--- src/design/hbd_pkg.sv ---
// Shared constants, register codes and controller/datapath handshake types.
package hbd_pkg;

  // Field widths fixed by the block's interface
  localparam int CNT_W       = 16;
  localparam int TH_W        = 12;
  localparam int BEAT_SMP_W  = 12;
  localparam int CFG_DATA_W  = 16;
  localparam int CFG_IDX_W   = 3;

  // Parameter defaults
  localparam int HISTORY_DEPTH_DEF = 10;
  localparam int SAMPLE_BITS_DEF   = 12;

  // Register reset values
  localparam logic [TH_W-1:0]  LOW_TH_RST    = 12'd1683;
  localparam logic [TH_W-1:0]  HIGH_TH_RST   = 12'd1882;
  localparam logic [TH_W-1:0]  REL_TH_RST    = 12'd1753;
  localparam logic [CNT_W-1:0] LOW_NEED_RST  = 16'd10;
  localparam logic [CNT_W-1:0] HIGH_NEED_RST = 16'd20;
  localparam logic [CNT_W-1:0] TPM_RST       = 16'd6000;

  // Configuration register indexes
  typedef enum logic [CFG_IDX_W-1:0] {
    CFG_LOW_TH    = 3'd0,
    CFG_HIGH_TH   = 3'd1,
    CFG_REL_TH    = 3'd2,
    CFG_LOW_NEED  = 3'd3,
    CFG_HIGH_NEED = 3'd4,
    CFG_TPM       = 3'd5
  } cfg_idx_t;

  // Controller to datapath commands
  typedef struct packed {
    logic item_go;    // input item accepted this cycle
    logic ring_upd;   // write interval to ring, update running sum
    logic avg_cap;    // capture average from the reciprocal multiply
    logic div_start;  // launch the divider on tpm / average
    logic bpm_cap;    // capture bpm from divider
    logic out_load;   // load output register
  } hbd_cmd_t;

  // Datapath to controller status
  typedef struct packed {
    logic beat;       // accepted sample completes a beat
    logic div_done;   // divider quotient ready
    logic avg_zero;   // captured average is zero
  } hbd_sts_t;

endpackage

--- src/design/hbd_if.sv ---
// Valid/ready channel interfaces for sensor items and beat results.
interface hbd_in_if #(
  parameter int SAMPLE_BITS = hbd_pkg::SAMPLE_BITS_DEF
);
  logic                   valid;
  logic                   ready;
  logic                   req_type;
  logic [SAMPLE_BITS-1:0] sample;

  modport source (output valid, output req_type, output sample, input ready);
  modport sink   (input valid, input req_type, input sample, output ready);
endinterface

interface hbd_out_if;
  import hbd_pkg::*;
  logic                  valid;
  logic                  ready;
  logic [CNT_W-1:0]      bpm;
  logic [CNT_W-1:0]      average_interval;
  logic [BEAT_SMP_W-1:0] beat_sample;
  logic                  zero_interval;

  modport source (output valid, output bpm, output average_interval,
                  output beat_sample, output zero_interval, input ready);
  modport sink   (input valid, input bpm, input average_interval,
                  input beat_sample, input zero_interval, output ready);
endinterface

--- src/design/heart_beat_detect_bpm.sv ---
// Top level of the pulse-sensor beat detector and BPM calculator.
//
// in_ch carries timer ticks (req_type 1) and sensor samples (req_type 0).
// A tick or a sample that completes no beat is taken in the idle state; in_ch.ready
// stays high for it. A sample that completes a beat starts a sequence that
// updates the interval ring and its running sum, takes the average by a
// multiply with the reciprocal of HISTORY_DEPTH, and then divides
// ticks_per_minute by that average on a one-bit-per-cycle divider, which is
// skipped on a zero average. in_ch.ready is low during that sequence.
// out_ch holds one result in an output register; while it waits, ticks and
// samples are still taken, and only the next beat stalls at its handoff
// until the receiver takes the held result.
// Reset (rst_n low, synchronous) loads the default thresholds, clears the
// counters and marks every ring entry as zero; no clearing pass is needed.
// cfg_we writes register cfg_index with cfg_wdata; write only while idle.
module heart_beat_detect_bpm #(
  parameter int HISTORY_DEPTH = hbd_pkg::HISTORY_DEPTH_DEF,
  parameter int SAMPLE_BITS   = hbd_pkg::SAMPLE_BITS_DEF
) (
  input  logic                           clk,
  input  logic                           rst_n,
  hbd_in_if.sink                         in_ch,
  hbd_out_if.source                      out_ch,
  input  logic                           cfg_we,
  input  logic [hbd_pkg::CFG_IDX_W-1:0]  cfg_index,
  input  logic [hbd_pkg::CFG_DATA_W-1:0] cfg_wdata
);
  import hbd_pkg::*;

  hbd_cmd_t cmd;
  hbd_sts_t sts;
  logic     in_ready;
  logic     out_valid;

  // Sequencing
  hbd_ctrl u_ctrl (
    .clk       (clk),
    .rst_n     (rst_n),
    .in_valid  (in_ch.valid),
    .in_ready  (in_ready),
    .out_valid (out_valid),
    .out_ready (out_ch.ready),
    .sts       (sts),
    .cmd       (cmd)
  );

  // Datapath
  hbd_dp #(
    .HISTORY_DEPTH (HISTORY_DEPTH),
    .SAMPLE_BITS   (SAMPLE_BITS)
  ) u_dp (
    .clk                  (clk),
    .rst_n                (rst_n),
    .cfg_we               (cfg_we),
    .cfg_index            (cfg_index),
    .cfg_wdata            (cfg_wdata),
    .in_req_type          (in_ch.req_type),
    .in_sample            (in_ch.sample),
    .cmd                  (cmd),
    .sts                  (sts),
    .out_bpm              (out_ch.bpm),
    .out_average_interval (out_ch.average_interval),
    .out_beat_sample      (out_ch.beat_sample),
    .out_zero_interval    (out_ch.zero_interval)
  );

  assign in_ch.ready  = in_ready;
  assign out_ch.valid = out_valid;

  // A zero average always comes with a saturated bpm
  a_zero_sat: assert property (@(posedge clk) disable iff (!rst_n)
    out_ch.valid && out_ch.zero_interval |-> out_ch.bpm == 16'hFFFF)
    else $error("zero_interval without saturated bpm");

  // The flag tracks the average exactly
  a_zero_flag: assert property (@(posedge clk) disable iff (!rst_n)
    out_ch.valid |-> out_ch.zero_interval == (out_ch.average_interval == 16'd0))
    else $error("zero_interval disagrees with average_interval");

  // A division never finishes in the cycle after launch
  a_div_len: assert property (@(posedge clk) disable iff (!rst_n)
    cmd.div_start |=> !sts.div_done)
    else $error("divider done too early");

  // No input is taken while the ring is updated
  a_ring_busy: assert property (@(posedge clk) disable iff (!rst_n)
    cmd.ring_upd |-> !in_ch.ready)
    else $error("input accepted during ring update");
endmodule

--- src/design/hbd_ram.sv ---
// Generic single-write, single-read RAM with registered read data.
module hbd_ram #(
  parameter int WIDTH = 16,
  parameter int DEPTH = 10,
  parameter int AW    = (DEPTH > 1) ? $clog2(DEPTH) : 1
) (
  input  logic             clk,
  input  logic             we,
  input  logic [AW-1:0]    waddr,
  input  logic [WIDTH-1:0] wdata,
  input  logic             re,
  input  logic [AW-1:0]    raddr,
  output logic [WIDTH-1:0] rdata
);
  logic [WIDTH-1:0] mem [DEPTH];
  logic [WIDTH-1:0] rdata_r;

  // Write port
  always_ff @(posedge clk) begin
    if (we) begin
      mem[waddr] <= wdata;
    end
  end

  // Registered read port
  always_ff @(posedge clk) begin
    if (re) begin
      rdata_r <= mem[raddr];
    end
  end

  assign rdata = rdata_r;
endmodule

--- src/design/hbd_div.sv ---
// Restoring unsigned divider, one quotient bit per cycle.
module hbd_div #(
  parameter int DW = 20
) (
  input  logic          clk,
  input  logic          rst_n,
  input  logic          start,
  input  logic [DW-1:0] dividend,
  input  logic [DW-1:0] divisor,
  output logic          done,
  output logic [DW-1:0] quotient
);
  localparam int CW = $clog2(DW + 1);

  logic [CW-1:0] cnt_r, cnt_nxt;
  logic          done_r, done_nxt;
  logic [DW-1:0] rem_r, rem_nxt;
  logic [DW-1:0] quo_r, quo_nxt;
  logic [DW-1:0] dvs_r, dvs_nxt;
  logic [DW:0]   shifted;
  logic          fits;

  // Shift in next dividend bit, subtract when it fits
  always_comb begin
    shifted  = {rem_r, quo_r[DW-1]};
    fits     = (shifted >= {1'b0, dvs_r});
    cnt_nxt  = cnt_r;
    done_nxt = 1'b0;
    rem_nxt  = rem_r;
    quo_nxt  = quo_r;
    dvs_nxt  = dvs_r;
    if (start) begin
      cnt_nxt = CW'(DW);
      rem_nxt = '0;
      quo_nxt = dividend;
      dvs_nxt = divisor;
    end else if (cnt_r != '0) begin
      cnt_nxt  = cnt_r - CW'(1);
      done_nxt = (cnt_r == CW'(1));
      rem_nxt  = fits ? DW'(shifted - {1'b0, dvs_r}) : DW'(shifted);
      quo_nxt  = {quo_r[DW-2:0], fits};
    end
  end

  // Control state
  always_ff @(posedge clk) begin
    if (!rst_n) begin
      cnt_r  <= '0;
      done_r <= 1'b0;
    end else begin
      cnt_r  <= cnt_nxt;
      done_r <= done_nxt;
    end
  end

  // Working registers
  always_ff @(posedge clk) begin
    rem_r <= rem_nxt;
    quo_r <= quo_nxt;
    dvs_r <= dvs_nxt;
  end

  assign done     = done_r;
  assign quotient = quo_r;
endmodule

--- src/design/hbd_ctrl.sv ---
// Beat sequencing controller: ring update, average, bpm division, output handoff.
module hbd_ctrl (
  input  logic              clk,
  input  logic              rst_n,
  input  logic              in_valid,
  output logic              in_ready,
  output logic              out_valid,
  input  logic              out_ready,
  input  hbd_pkg::hbd_sts_t sts,
  output hbd_pkg::hbd_cmd_t cmd
);
  import hbd_pkg::*;

  typedef enum logic [5:0] {
    ST_IDLE     = 6'b000001,
    ST_RING     = 6'b000010,
    ST_AVG      = 6'b000100,
    ST_CHK      = 6'b001000,
    ST_BPM_WAIT = 6'b010000,
    ST_DONE     = 6'b100000
  } state_t;

  state_t state_r, state_nxt;
  logic   out_valid_r, out_valid_nxt;

  // Next state and commands
  always_comb begin
    state_nxt = state_r;
    cmd       = '0;
    in_ready  = 1'b0;
    case (state_r)
      ST_IDLE: begin
        in_ready     = 1'b1;
        cmd.item_go  = in_valid;
        if (in_valid && sts.beat) begin
          state_nxt = ST_RING;
        end
      end
      ST_RING: begin
        cmd.ring_upd = 1'b1;
        state_nxt    = ST_AVG;
      end
      ST_AVG: begin
        cmd.avg_cap = 1'b1;
        state_nxt   = ST_CHK;
      end
      ST_CHK: begin
        if (sts.avg_zero) begin
          state_nxt = ST_DONE;
        end else begin
          cmd.div_start = 1'b1;
          state_nxt     = ST_BPM_WAIT;
        end
      end
      ST_BPM_WAIT: begin
        if (sts.div_done) begin
          cmd.bpm_cap = 1'b1;
          state_nxt   = ST_DONE;
        end
      end
      ST_DONE: begin
        if (!out_valid_r || out_ready) begin
          cmd.out_load = 1'b1;
          state_nxt    = ST_IDLE;
        end
      end
      default: begin
        state_nxt = ST_IDLE;
      end
    endcase
  end

  // Output valid: drop on take, raise on load
  always_comb begin
    out_valid_nxt = out_valid_r && !out_ready;
    if (cmd.out_load) begin
      out_valid_nxt = 1'b1;
    end
  end

  always_ff @(posedge clk) begin
    if (!rst_n) begin
      state_r     <= ST_IDLE;
      out_valid_r <= 1'b0;
    end else begin
      state_r     <= state_nxt;
      out_valid_r <= out_valid_nxt;
    end
  end

  assign out_valid = out_valid_r;
endmodule

--- src/design/hbd_dp.sv ---
// Datapath: config registers, phase counters, interval ring, averaging and BPM.
module hbd_dp #(
  parameter int HISTORY_DEPTH = hbd_pkg::HISTORY_DEPTH_DEF,
  parameter int SAMPLE_BITS   = hbd_pkg::SAMPLE_BITS_DEF
) (
  input  logic                             clk,
  input  logic                             rst_n,
  input  logic                             cfg_we,
  input  logic [hbd_pkg::CFG_IDX_W-1:0]    cfg_index,
  input  logic [hbd_pkg::CFG_DATA_W-1:0]   cfg_wdata,
  input  logic                             in_req_type,
  input  logic [SAMPLE_BITS-1:0]           in_sample,
  input  hbd_pkg::hbd_cmd_t                cmd,
  output hbd_pkg::hbd_sts_t                sts,
  output logic [hbd_pkg::CNT_W-1:0]        out_bpm,
  output logic [hbd_pkg::CNT_W-1:0]        out_average_interval,
  output logic [hbd_pkg::BEAT_SMP_W-1:0]   out_beat_sample,
  output logic                             out_zero_interval
);
  import hbd_pkg::*;

  localparam int SLOT_W = (HISTORY_DEPTH > 1) ? $clog2(HISTORY_DEPTH) : 1;
  localparam int SUM_W  = CNT_W + $clog2(HISTORY_DEPTH);
  localparam int CMP_W  = (SAMPLE_BITS > TH_W) ? SAMPLE_BITS : TH_W;
  // Reciprocal of the depth: (sum * RCP) >> RCP_SH equals sum / depth for any sum
  localparam int             RCP_SH = SUM_W + $clog2(HISTORY_DEPTH);
  localparam logic [SUM_W:0] RCP    =
    (SUM_W + 1)'(((64'd1 << RCP_SH) / HISTORY_DEPTH) + 1);

  // Configuration registers
  logic [TH_W-1:0]  low_th_r, high_th_r, rel_th_r;
  logic [CNT_W-1:0] low_need_r, high_need_r, tpm_r;

  always_ff @(posedge clk) begin
    if (!rst_n) begin
      low_th_r    <= LOW_TH_RST;
      high_th_r   <= HIGH_TH_RST;
      rel_th_r    <= REL_TH_RST;
      low_need_r  <= LOW_NEED_RST;
      high_need_r <= HIGH_NEED_RST;
      tpm_r       <= TPM_RST;
    end else if (cfg_we) begin
      case (cfg_idx_t'(cfg_index))
        CFG_LOW_TH:    low_th_r    <= TH_W'(cfg_wdata);
        CFG_HIGH_TH:   high_th_r   <= TH_W'(cfg_wdata);
        CFG_REL_TH:    rel_th_r    <= TH_W'(cfg_wdata);
        CFG_LOW_NEED:  low_need_r  <= cfg_wdata;
        CFG_HIGH_NEED: high_need_r <= cfg_wdata;
        CFG_TPM:       tpm_r       <= cfg_wdata;
        default: ;
      endcase
    end
  end

  // Phase detection on the incoming sample
  logic [CNT_W-1:0] low_r, high_r, ival_r;
  logic [CNT_W-1:0] low1, high1;
  logic [CMP_W-1:0] smp;
  logic             beat;

  always_comb begin
    smp   = CMP_W'(in_sample);
    low1  = low_r;
    high1 = high_r;
    if (smp < CMP_W'(low_th_r)) begin
      low1 = (low_r == '1) ? low_r : low_r + CNT_W'(1);
    end
    if ((low1 > low_need_r) && (smp > CMP_W'(high_th_r))) begin
      high1 = (high_r == '1) ? high_r : high_r + CNT_W'(1);
    end
    beat = !in_req_type && (high1 > high_need_r) && (smp < CMP_W'(rel_th_r));
  end

  // Counters: advance on accepted items, restart on a heart beat
  always_ff @(posedge clk) begin
    if (!rst_n) begin
      low_r  <= '0;
      high_r <= '0;
      ival_r <= '0;
    end else if (cmd.item_go) begin
      if (in_req_type) begin
        ival_r <= (ival_r == '1) ? ival_r : ival_r + CNT_W'(1);
      end else if (beat) begin
        low_r  <= '0;
        high_r <= '0;
        ival_r <= '0;
      end else begin
        low_r  <= low1;
        high_r <= high1;
      end
    end
  end

  // Hold the finished interval and the beat sample
  logic [CNT_W-1:0]      ival_cap_r;
  logic [BEAT_SMP_W-1:0] beat_smp_r;

  always_ff @(posedge clk) begin
    if (cmd.item_go && beat) begin
      ival_cap_r <= ival_r;
      beat_smp_r <= BEAT_SMP_W'(in_sample);
    end
  end

  // Interval ring with per-entry valid bits and a running sum
  logic [SLOT_W-1:0]        slot_r;
  logic [HISTORY_DEPTH-1:0] vld_r;
  logic [SUM_W-1:0]         sum_r;
  logic [CNT_W-1:0]         ram_rdata;
  logic [CNT_W-1:0]         old_ival;

  hbd_ram #(
    .WIDTH (CNT_W),
    .DEPTH (HISTORY_DEPTH),
    .AW    (SLOT_W)
  ) u_ring (
    .clk   (clk),
    .we    (cmd.ring_upd),
    .waddr (slot_r),
    .wdata (ival_cap_r),
    .re    (cmd.item_go),
    .raddr (slot_r),
    .rdata (ram_rdata)
  );

  assign old_ival = vld_r[slot_r] ? ram_rdata : '0;

  always_ff @(posedge clk) begin
    if (!rst_n) begin
      slot_r <= '0;
      vld_r  <= '0;
      sum_r  <= '0;
    end else if (cmd.ring_upd) begin
      vld_r[slot_r] <= 1'b1;
      slot_r <= (slot_r == SLOT_W'(HISTORY_DEPTH - 1)) ? '0 : slot_r + SLOT_W'(1);
      sum_r  <= SUM_W'(({1'b0, sum_r} - (SUM_W + 1)'(old_ival))
                       + (SUM_W + 1)'(ival_cap_r));
    end
  end

  // Average: ring sum times the reciprocal of the depth
  logic [2*SUM_W:0] avg_prod;
  logic [CNT_W-1:0] avg_r, bpm_r;
  logic [CNT_W-1:0] div_quo;
  logic             div_done;

  assign avg_prod = (2*SUM_W + 1)'(sum_r) * (2*SUM_W + 1)'(RCP);

  // Divider: ticks_per_minute / average
  hbd_div #(
    .DW (CNT_W)
  ) u_div (
    .clk      (clk),
    .rst_n    (rst_n),
    .start    (cmd.div_start),
    .dividend (tpm_r),
    .divisor  (avg_r),
    .done     (div_done),
    .quotient (div_quo)
  );

  always_ff @(posedge clk) begin
    if (cmd.avg_cap) begin
      avg_r <= avg_prod[RCP_SH +: CNT_W];
    end
    if (cmd.bpm_cap) begin
      bpm_r <= div_quo;
    end
  end

  // Output register: saturate bpm on a zero average
  logic [CNT_W-1:0]      o_bpm_r, o_avg_r;
  logic [BEAT_SMP_W-1:0] o_smp_r;
  logic                  o_zero_r;

  always_ff @(posedge clk) begin
    if (cmd.out_load) begin
      o_bpm_r  <= (avg_r == '0) ? '1 : bpm_r;
      o_avg_r  <= avg_r;
      o_smp_r  <= beat_smp_r;
      o_zero_r <= (avg_r == '0);
    end
  end

  assign sts.beat     = beat;
  assign sts.div_done = div_done;
  assign sts.avg_zero = (avg_r == '0);

  assign out_bpm              = o_bpm_r;
  assign out_average_interval = o_avg_r;
  assign out_beat_sample      = o_smp_r;
  assign out_zero_interval    = o_zero_r;
endmodule
--- src/flat_wrapper.sv ---
// flat-port wrapper written by rule: the top's interface ports become plain ports
module heart_beat_detect_bpm_flat import hbd_pkg::*;
#(
  parameter int HISTORY_DEPTH = hbd_pkg::HISTORY_DEPTH_DEF,
  parameter int SAMPLE_BITS   = hbd_pkg::SAMPLE_BITS_DEF
)
  (clk, rst_n, cfg_we, cfg_index, cfg_wdata, in_ch_valid, in_ch_req_type, in_ch_sample, in_ch_ready, out_ch_valid, out_ch_bpm, out_ch_average_interval, out_ch_beat_sample, out_ch_zero_interval, out_ch_ready);
  hbd_in_if #(.SAMPLE_BITS(SAMPLE_BITS)) in_ch_i ();
  hbd_out_if out_ch_i ();
  input  logic clk;
  input  logic rst_n;
  input  logic cfg_we;
  input  logic [hbd_pkg::CFG_IDX_W-1:0] cfg_index;
  input  logic [hbd_pkg::CFG_DATA_W-1:0] cfg_wdata;
  input wire logic [$bits(in_ch_i.valid)-1:0] in_ch_valid;
  input wire logic [$bits(in_ch_i.req_type)-1:0] in_ch_req_type;
  input wire logic [$bits(in_ch_i.sample)-1:0] in_ch_sample;
  output wire logic [$bits(in_ch_i.ready)-1:0] in_ch_ready;
  output wire logic [$bits(out_ch_i.valid)-1:0] out_ch_valid;
  output wire logic [$bits(out_ch_i.bpm)-1:0] out_ch_bpm;
  output wire logic [$bits(out_ch_i.average_interval)-1:0] out_ch_average_interval;
  output wire logic [$bits(out_ch_i.beat_sample)-1:0] out_ch_beat_sample;
  output wire logic [$bits(out_ch_i.zero_interval)-1:0] out_ch_zero_interval;
  input wire logic [$bits(out_ch_i.ready)-1:0] out_ch_ready;
  assign in_ch_i.valid = in_ch_valid;
  assign in_ch_i.req_type = in_ch_req_type;
  assign in_ch_i.sample = in_ch_sample;
  assign in_ch_ready = in_ch_i.ready;
  assign out_ch_valid = out_ch_i.valid;
  assign out_ch_bpm = out_ch_i.bpm;
  assign out_ch_average_interval = out_ch_i.average_interval;
  assign out_ch_beat_sample = out_ch_i.beat_sample;
  assign out_ch_zero_interval = out_ch_i.zero_interval;
  assign out_ch_i.ready = out_ch_ready;
  heart_beat_detect_bpm #(.HISTORY_DEPTH(HISTORY_DEPTH), .SAMPLE_BITS(SAMPLE_BITS)) u_core (.clk(clk), .rst_n(rst_n), .in_ch(in_ch_i), .out_ch(out_ch_i), .cfg_we(cfg_we), .cfg_index(cfg_index), .cfg_wdata(cfg_wdata));
endmodule
--- config.mk ---
export PLATFORM = sky130hd
export DESIGN_NAME = heart_beat_detect_bpm_flat
export DESIGN_NICKNAME = d
export VERILOG_FILES = /design/src/design/hbd_pkg.sv /design/src/design/hbd_if.sv /design/src/design/heart_beat_detect_bpm.sv /design/src/design/hbd_ram.sv /design/src/design/hbd_div.sv /design/src/design/hbd_ctrl.sv /design/src/design/hbd_dp.sv /design/src/flat_wrapper.sv
export SDC_FILE = /design/constraint.sdc
export NUM_CORES = 1
export LEC_CHECK = 0
export BUFFER_PORTS_ARGS = -buffer_cell sky130_fd_sc_hd__buf_2
export CORE_AREA = 5 5 300 302
export DETAILED_ROUTE_END_ITERATION = 8
export DIE_AREA = 0 0 305 307
export PLACE_DENSITY = 0.55
export SYNTH_ARGS = -nofsm -noshare
export SYNTH_HDL_FRONTEND = slang
export SYNTH_SLANG_ARGS = --single-unit
--- constraint.sdc ---
create_clock -name clk -period 12.7 [get_ports clk]
set_input_delay 3.81 -clock clk [delete_from_list [all_inputs] [get_ports clk]]
set_output_delay 3.81 -clock clk [all_outputs]
set_load 0.05 [all_outputs]
Yosys cells after proc, flatten, opt, wreduce, memory -nomap -nowiden
Memories as Yosys holds them, arrays and structs flattened. A register that Yosys moved wholly into a read port is not among the register bits.
Cells that the tools add are included.
{ "word_totals": {"regBits": 332, "ramBits": 160, "inputBits": 37, "output_inout_bits": 47, "word_cells": 135, "mem_count": 1} }
{ "mem_list": {"columns": ["name", "depth", "word_bits", "read_ports", "rd_ports_with_merged_regs", "write_ports", "line_no", "source"], "rows": [
  ["u_core.u_dp.u_ring.mem", 10, 16, 1, 1, 1, "hbd_ram.sv:15", "logic [WIDTH-1:0] mem [DEPTH];"]
]} }
{ "op_classes": {"add_sub_neg": 8, "mul": 1, "magnitude_cmp": 8, "eq_ne": 20, "n_mux": 38, "bitwise_logic": 4, "n_reduce_logical": 27} }
{ "ops": {"columns": ["cell", "count"], "rows": [
  ["2-to-1 mux 16 bit", 13],
  ["adder 16 x 1 -> 16 bit (second input constant)", 3],
  ["equality test 16 bit (second input constant)", 3],
  ["multiplier 20 x 20 -> 39 bit (second input constant)", 1],
  ["case mux 6 bit (6 select lines)", 1],
  ["greater-than comparator 16 bit", 2],
  ["< comparator 12 bit", 2],
  ["2-to-1 mux 6 bit", 4],
  ["adder 20 x 16 -> 20 bit", 1],
  ["subtractor 20 x 16 -> 20 bit", 1],
  ["greater-or-equal comparator 17 x 16 -> 1 bit", 1],
  ["logical NOT 16 bit", 1],
  ["subtractor 16 bit", 1],
  ["2-to-1 mux 1 bit", 15],
  ["AND reduction 2 bit", 7],
  ["greater-than comparator 12 bit", 1],
  ["2-to-1 mux 5 bit", 2],
  ["OR 10 bit", 1],
  ["inequality test 2 bit (second input constant)", 4],
  ["logical AND 1 bit", 7],
  ["equality test 3 x 2 -> 1 bit (second input constant)", 2],
  ["equality test 3 bit (second input constant)", 2],
  ["equality test 6 x 1 -> 1 bit (second input constant)", 1],
  ["equality test 6 x 2 -> 1 bit (second input constant)", 1],
  ["other kinds (23)", 29]
]} }

Depth between registers and ports, before layout
{ "depth": {"ltp_word": 12, "ltp_mapped": 32, "ltp_nobuf": 29} }

Cells and area by module
Synthesis repeated with hierarchy kept, for this count alone.
{ "unflattened": {"cells_unflattened": 2867, "area_unflattened_um2": 30874.6} }
{ "modules_own_cells": {"columns": ["module", "n_inst", "cells_each", "area_each_um2", "seq_area_each_um2"], "rows": [
  ["hbd_dp", 1, 2149, 20493.4, 6476.2],
  ["hbd_ram", 1, 358, 6872.8, 5285.1],
  ["hbd_div", 1, 303, 3070.4, 1401.3],
  ["hbd_ctrl", 1, 57, 437.9, 140.1]
]} }

Least setup slack after synthesis
No wires, ideal clock.
{ "synth_path": {"path_type": "input to register", "from": "in in_ch_sample[1]", "to": "reg u_core.u_dp.beat_smp_r[0] (enable)", "arrival_time_ns": 9.912, "slack_ns": 2.376, "path_stages": 27, "path_cell_list": "ha_1 -> a21o_1 -> a21o_1 -> a21oi_1 -> o21ai_1 -> a31o_2 -> buf_2 -> nor3_1 -> xor2_1 -> ha_1 -> a21o_1 -> a21o_1 -> a21o_1 -> a221oi_1 -> o211ai_1 -> and2_1 -> nand4_1 -> mux2_2 -> ha_1 -> nand4_1 -> nor3_1 -> a311oi_1 -> o211ai_1 -> a211o_1 -> buf_4 -> buf_2 -> nor2_1"} }
{ "synth_via": {"elab_chain_len": 9} }
{ "synth_lines": {"columns": ["element", "line_no", "source"], "rows": [
  ["from (decl)", "flat_wrapper.sv:17", "input wire logic [$bits(in_ch_i.sample)-1:0] in_ch_sample;"],
  ["< comparator 12 bit", "hbd_dp.sv:65", "if (smp < CMP_W'(low_th_r)) begin"],
  ["2-to-1 mux 16 bit", "hbd_dp.sv:65", null],
  ["greater-than comparator 16 bit", "hbd_dp.sv:68", "if ((low1 > low_need_r) && (smp > CMP_W'(high_th_r))) begin"],
  ["logical AND 1 bit", "hbd_dp.sv:68", null],
  ["2-to-1 mux 16 bit", "hbd_dp.sv:68", null],
  ["greater-than comparator 16 bit", "hbd_dp.sv:71", "beat = !in_req_type && (high1 > high_need_r) && (smp < CMP_W'(rel_th_r));"],
  ["logical AND 1 bit", "hbd_dp.sv:71", null],
  ["logical AND 1 bit *", "hbd_dp.sv:71", null],
  ["logical AND 1 bit *", "hbd_dp.sv:99", "if (cmd.item_go && beat) begin"],
  ["to (signal assigned)", "hbd_dp.sv:101", "beat_smp_r <= BEAT_SMP_W'(in_sample);"],
  ["to (decl)", "hbd_dp.sv:96", "logic [BEAT_SMP_W-1:0] beat_smp_r;"]
]} }
Every way passes the cells marked *; elsewhere a longest branch is shown, timed or not.
A chain may end at the register's enable or synchronous reset.

Final worst setup path
{ "layout_path": {"from": "in in_ch_sample[1]", "to": "reg u_core.u_dp.ival_r[12]"} }
{ "layout_via": {"elab_chain_len": 10} }
{ "layout_lines": {"columns": ["element", "line_no", "source"], "rows": [
  ["< comparator 12 bit", "hbd_dp.sv:65", null],
  ["2-to-1 mux 16 bit", "hbd_dp.sv:65", null],
  ["greater-than comparator 16 bit", "hbd_dp.sv:68", null],
  ["logical AND 1 bit", "hbd_dp.sv:68", null],
  ["2-to-1 mux 16 bit", "hbd_dp.sv:68", null],
  ["greater-than comparator 16 bit", "hbd_dp.sv:71", null],
  ["logical AND 1 bit", "hbd_dp.sv:71", null],
  ["logical AND 1 bit *", "hbd_dp.sv:71", null],
  ["nonzero test 2 bit (no line) *", null, null],
  ["AND reduction 3 bit (no line) *", null, null],
  ["to (signal assigned)", "hbd_dp.sv:82", "ival_r <= (ival_r == '1) ? ival_r : ival_r + CNT_W'(1);"],
  ["to (decl)", "hbd_dp.sv:56", "logic [CNT_W-1:0] low_r, high_r, ival_r;"]
]} }
Marks and branches as above.

==> flow_summary_export.csv <==
group,metric,value,unit
timing,slew_violations,0,
flow_run,maxCapViolCount,0,
clocking,cts_tree,"yes",
clocking,clockRootBuffer,"clkbuf_16",
floorplan,die_area,93640,sq um
synthesis,synth.ff_latch_count,508,
synthesis,syn-num-nets,3190,
floorplan,initial_core_util,34.59,%
power,p_leak,14.38,nW
worst_setup_path,required,13.15,ns
routing,vias_per_cell,4.830,
routing,wire_per_inst,17.62,um
worst_setup_path,crit_path_frequent_cell,"ha_1",
synthesis,netlist_area,30240,sq um
global_route,track_usage,14.88,%
min_path,hp-class,"reg2reg",
worst_setup_path,startpoint_type,"input pin",
placed_design,place_ws,1.374,ns
timing,setup_violations,0,
layout,largestRegisters,"u_core.u_dp.u_ring.mem: 160 flops, u_core.u_dp.sum_r: 20 flops",
layout,layout-drive-gt1-share,10.03,%
worst_setup_path,slowest_delay,0.64,ns
placed_design,io_buffers,83,
clocking,post_cts_buffers,0,
timing,rsz0062_at_grt,"no",
placed_design,hpwl,51570,um
synthesis,postSynthCellCount,2696,
floorplan,row_count,109,
placed_design,gp_congestion,0.8235,
timing,tightest_slew,1.178,ns
synthesis,yosysWarnings,0,
timing,max-slew-margin-rel,21.41,%
layout,design_area,33790,sq um
power,finalPower,0.003957,W
clocking,hold_buffers,0,
routing,wl,70230,um
timing,finalSetupTns,0,ns
worst_setup_path,crit_fanout,29,
layout,nets,3269,
synthesis,yosysTopAreaCellShare,31.09,%
routing,ant_nets,0,
timing,hold_viol,0,
synthesis,synth.distinct_cells,80,
clocking,clk_latency,0.60,ns
floorplan,core_area,87420,sq um
routing,first_iter_violations,1101,
timing,fmax,0.09338,GHz
clocking,htreeDepth,2,
synthesis,synth_edf_count,313,
worst_setup_path,reg2reg_setup_slack,4.97,ns
timing,fin_crit_sh,84.32,%
clocking,clk_pin_slew_worst_paths,0.06,ns
global_route,grt_max_degree,97,
layout,top_register,"u_core.u_dp.u_ring.mem",
global_route,grt_first_pass_wirelength,111800,um
synthesis,synth_top_cell_by_area,"edfxtp_1",
worst_setup_path,crit_slowest_cell,"nor2_1",
routing,post-route-drc-count,0,
outcome,status,"finished clean",
synthesis,synth.area.top_cells,"edfxtp_1 31%, dfxtp_1 13%, ha_1 12%",
worst_setup_path,critPathKind,"in2reg",
worst_setup_path,critPathCaptureType,"flop",
timing,finalCriticalPeriod,10.71,ns
power,p_per_area,117.1,nW/um^2
clocking,cts_made_buffers,54,
synthesis,ys_top_cells_by_count,"394 x inv_1, 313 x edfxtp_1, 301 x ha_1",
floorplan,ioPinCount,84,
synthesis,seq_area_frac_synth,44.00,%
power,ir_drop,0.1033,mV
global_route,overflow,0,
floorplan,die_x,305,um
timing,fin_skew,0.01953,ns
worst_setup_path,cp.arrival,11.15,ns
clocking,clockBufferDepth,3,
floorplan,die_h,307,um
synthesis,synthFlopType,"edfxtp_1",
synthesis,avgSynthCellArea,11.21,sq um
synthesis,ys_async_sr_fraction,0,%
timing,setup_ws,1.991,ns
clocking,cts_sinks,508,
layout,area_growth,11.76,%
global_route,grt_pass1_vias,19520,
synthesis,yosysMostFrequentCell,"inv_1",
layout,largest_reg_flops,160,
clocking,cts_resized,0,
global_route,antenna_found_initial,1,
routing,vias,19260,
placed_design,placed_cell_area,32000,sq um
routing,first_pass_iters,4,
## critical path, delay by kind of cell
kind | cells | cell delay [ns]
AO/OA/AOI/OAI | 10 | 2.09
multiplexers | 1 | 0.38
AND/OR/NAND/NOR | 10 | 3.16
adder cells (fa/ha/maj) | 3 | 0.88
buffers and inverters | 3 | 0.63
XOR/XNOR | 1 | 0.14
## layer usage
metal	global-route usage [%]	vias up	part of all wire, %
li1	-	9498	-
met1	21.03	9414	48
met2	24.74	265	47
met3	1.894	82	3.4
met4	3.246	0	2.0
met5	0	-	0
## layout by cell type, fill, tap and decap left out, types with 13 or more instances in the layout
master	netlist	routed
clkbuf_16	0	57
nor2_1	79	73
nor3_1	33	29
o21ai_0	65	65
fa_1	156	156
nand4_1	27	27
a211oi_1	22	22
mux4_2	34	34
mux2i_1	34	34
edfxtp_1	313	313
nor4_1	15	14
buf_4	2	26
and3_1	13	13
xor2_1	29	29
nand2_1	277	277
inv_1	394	394
a21boi_0	65	65
ha_1	301	301
nand2b_1	33	33
xnor2_1	58	58
a21o_1	48	48
nor2b_1	31	30
buf_2	11	82
dfxtp_1	195	193
a21oi_1	82	82
o211ai_1	31	31
o21a_1	29	29
and2_1	35	35
nand3_1	54	54
clkbuf_1	61	13
## cell type report
| type | instances | area (sq um) |
|---|---|---|
| clock inverter | 27 | 241.5 |
| inverter | 395 | 1483 |
| sequential | 508 | 13310 |
| antenna | 1 | 2.502 |
| clock buffer | 75 | 1544 |
| multi-input combinational | 1708 | 15150 |
| timing repair buffer | 108 | 605.6 |
| tap | 1165 | 1458 |
| fill | 8567 | 53630 |
## worst paths after layout
check,cells after the start,start,endpoint
worst max-delay path,28,in_ch_sample[1],u_core.u_dp.ival_r[12]$_SDFFE_PN0P_
worst min-delay path,0,u_core.u_dp.beat_smp_r[3]$_DFFE_PP_,u_core.u_dp.out_beat_sample[3]$_DFFE_PP_
worst max register to register,26,u_core.u_dp.low_r[2]$_SDFFE_PN0P_,u_core.u_dp.ival_r[12]$_SDFFE_PN0P_
worst min register to register,0,u_core.u_dp.beat_smp_r[3]$_DFFE_PP_,u_core.u_dp.out_beat_sample[3]$_DFFE_PP_
## cells by family (layout without fill, tap and decap cells)
kind of cell	count (synthesis)	count (layout)	synth area share, %
simple gates	660	660	10.77
buf+inv	480	605	6.079
compound gates	423	423	9.704
mux	81	81	4.142
flops	508	508	44.00
xor+xnor	87	87	2.520
other cells	0	1	0
fa+ha+maj	457	457	22.79
## through the flow
stage | std cells | util, % | hold slack, ns
2_1_floorplan | 2696 | - | 0.4003
3_3_place_gp | 3884 | 36.61 | 0.4044
3_5_place_dp | 3884 | 36.61 | 0.4054
4_1_cts | 3986 | 38.65 | 0.4235
5_1_grt | 3986 | 38.65 | 0.4375
6_report | 3987 | 38.65 | 0.4215
## power by group
group          total [W]  internal [W]  switching [W]
combinational   0.000501      0.000209       0.000292
sequential       0.00188       0.00183      0.0000441
clock            0.00158      0.000915       0.000662
Note: power is estimated with default switching activity, not from simulation.
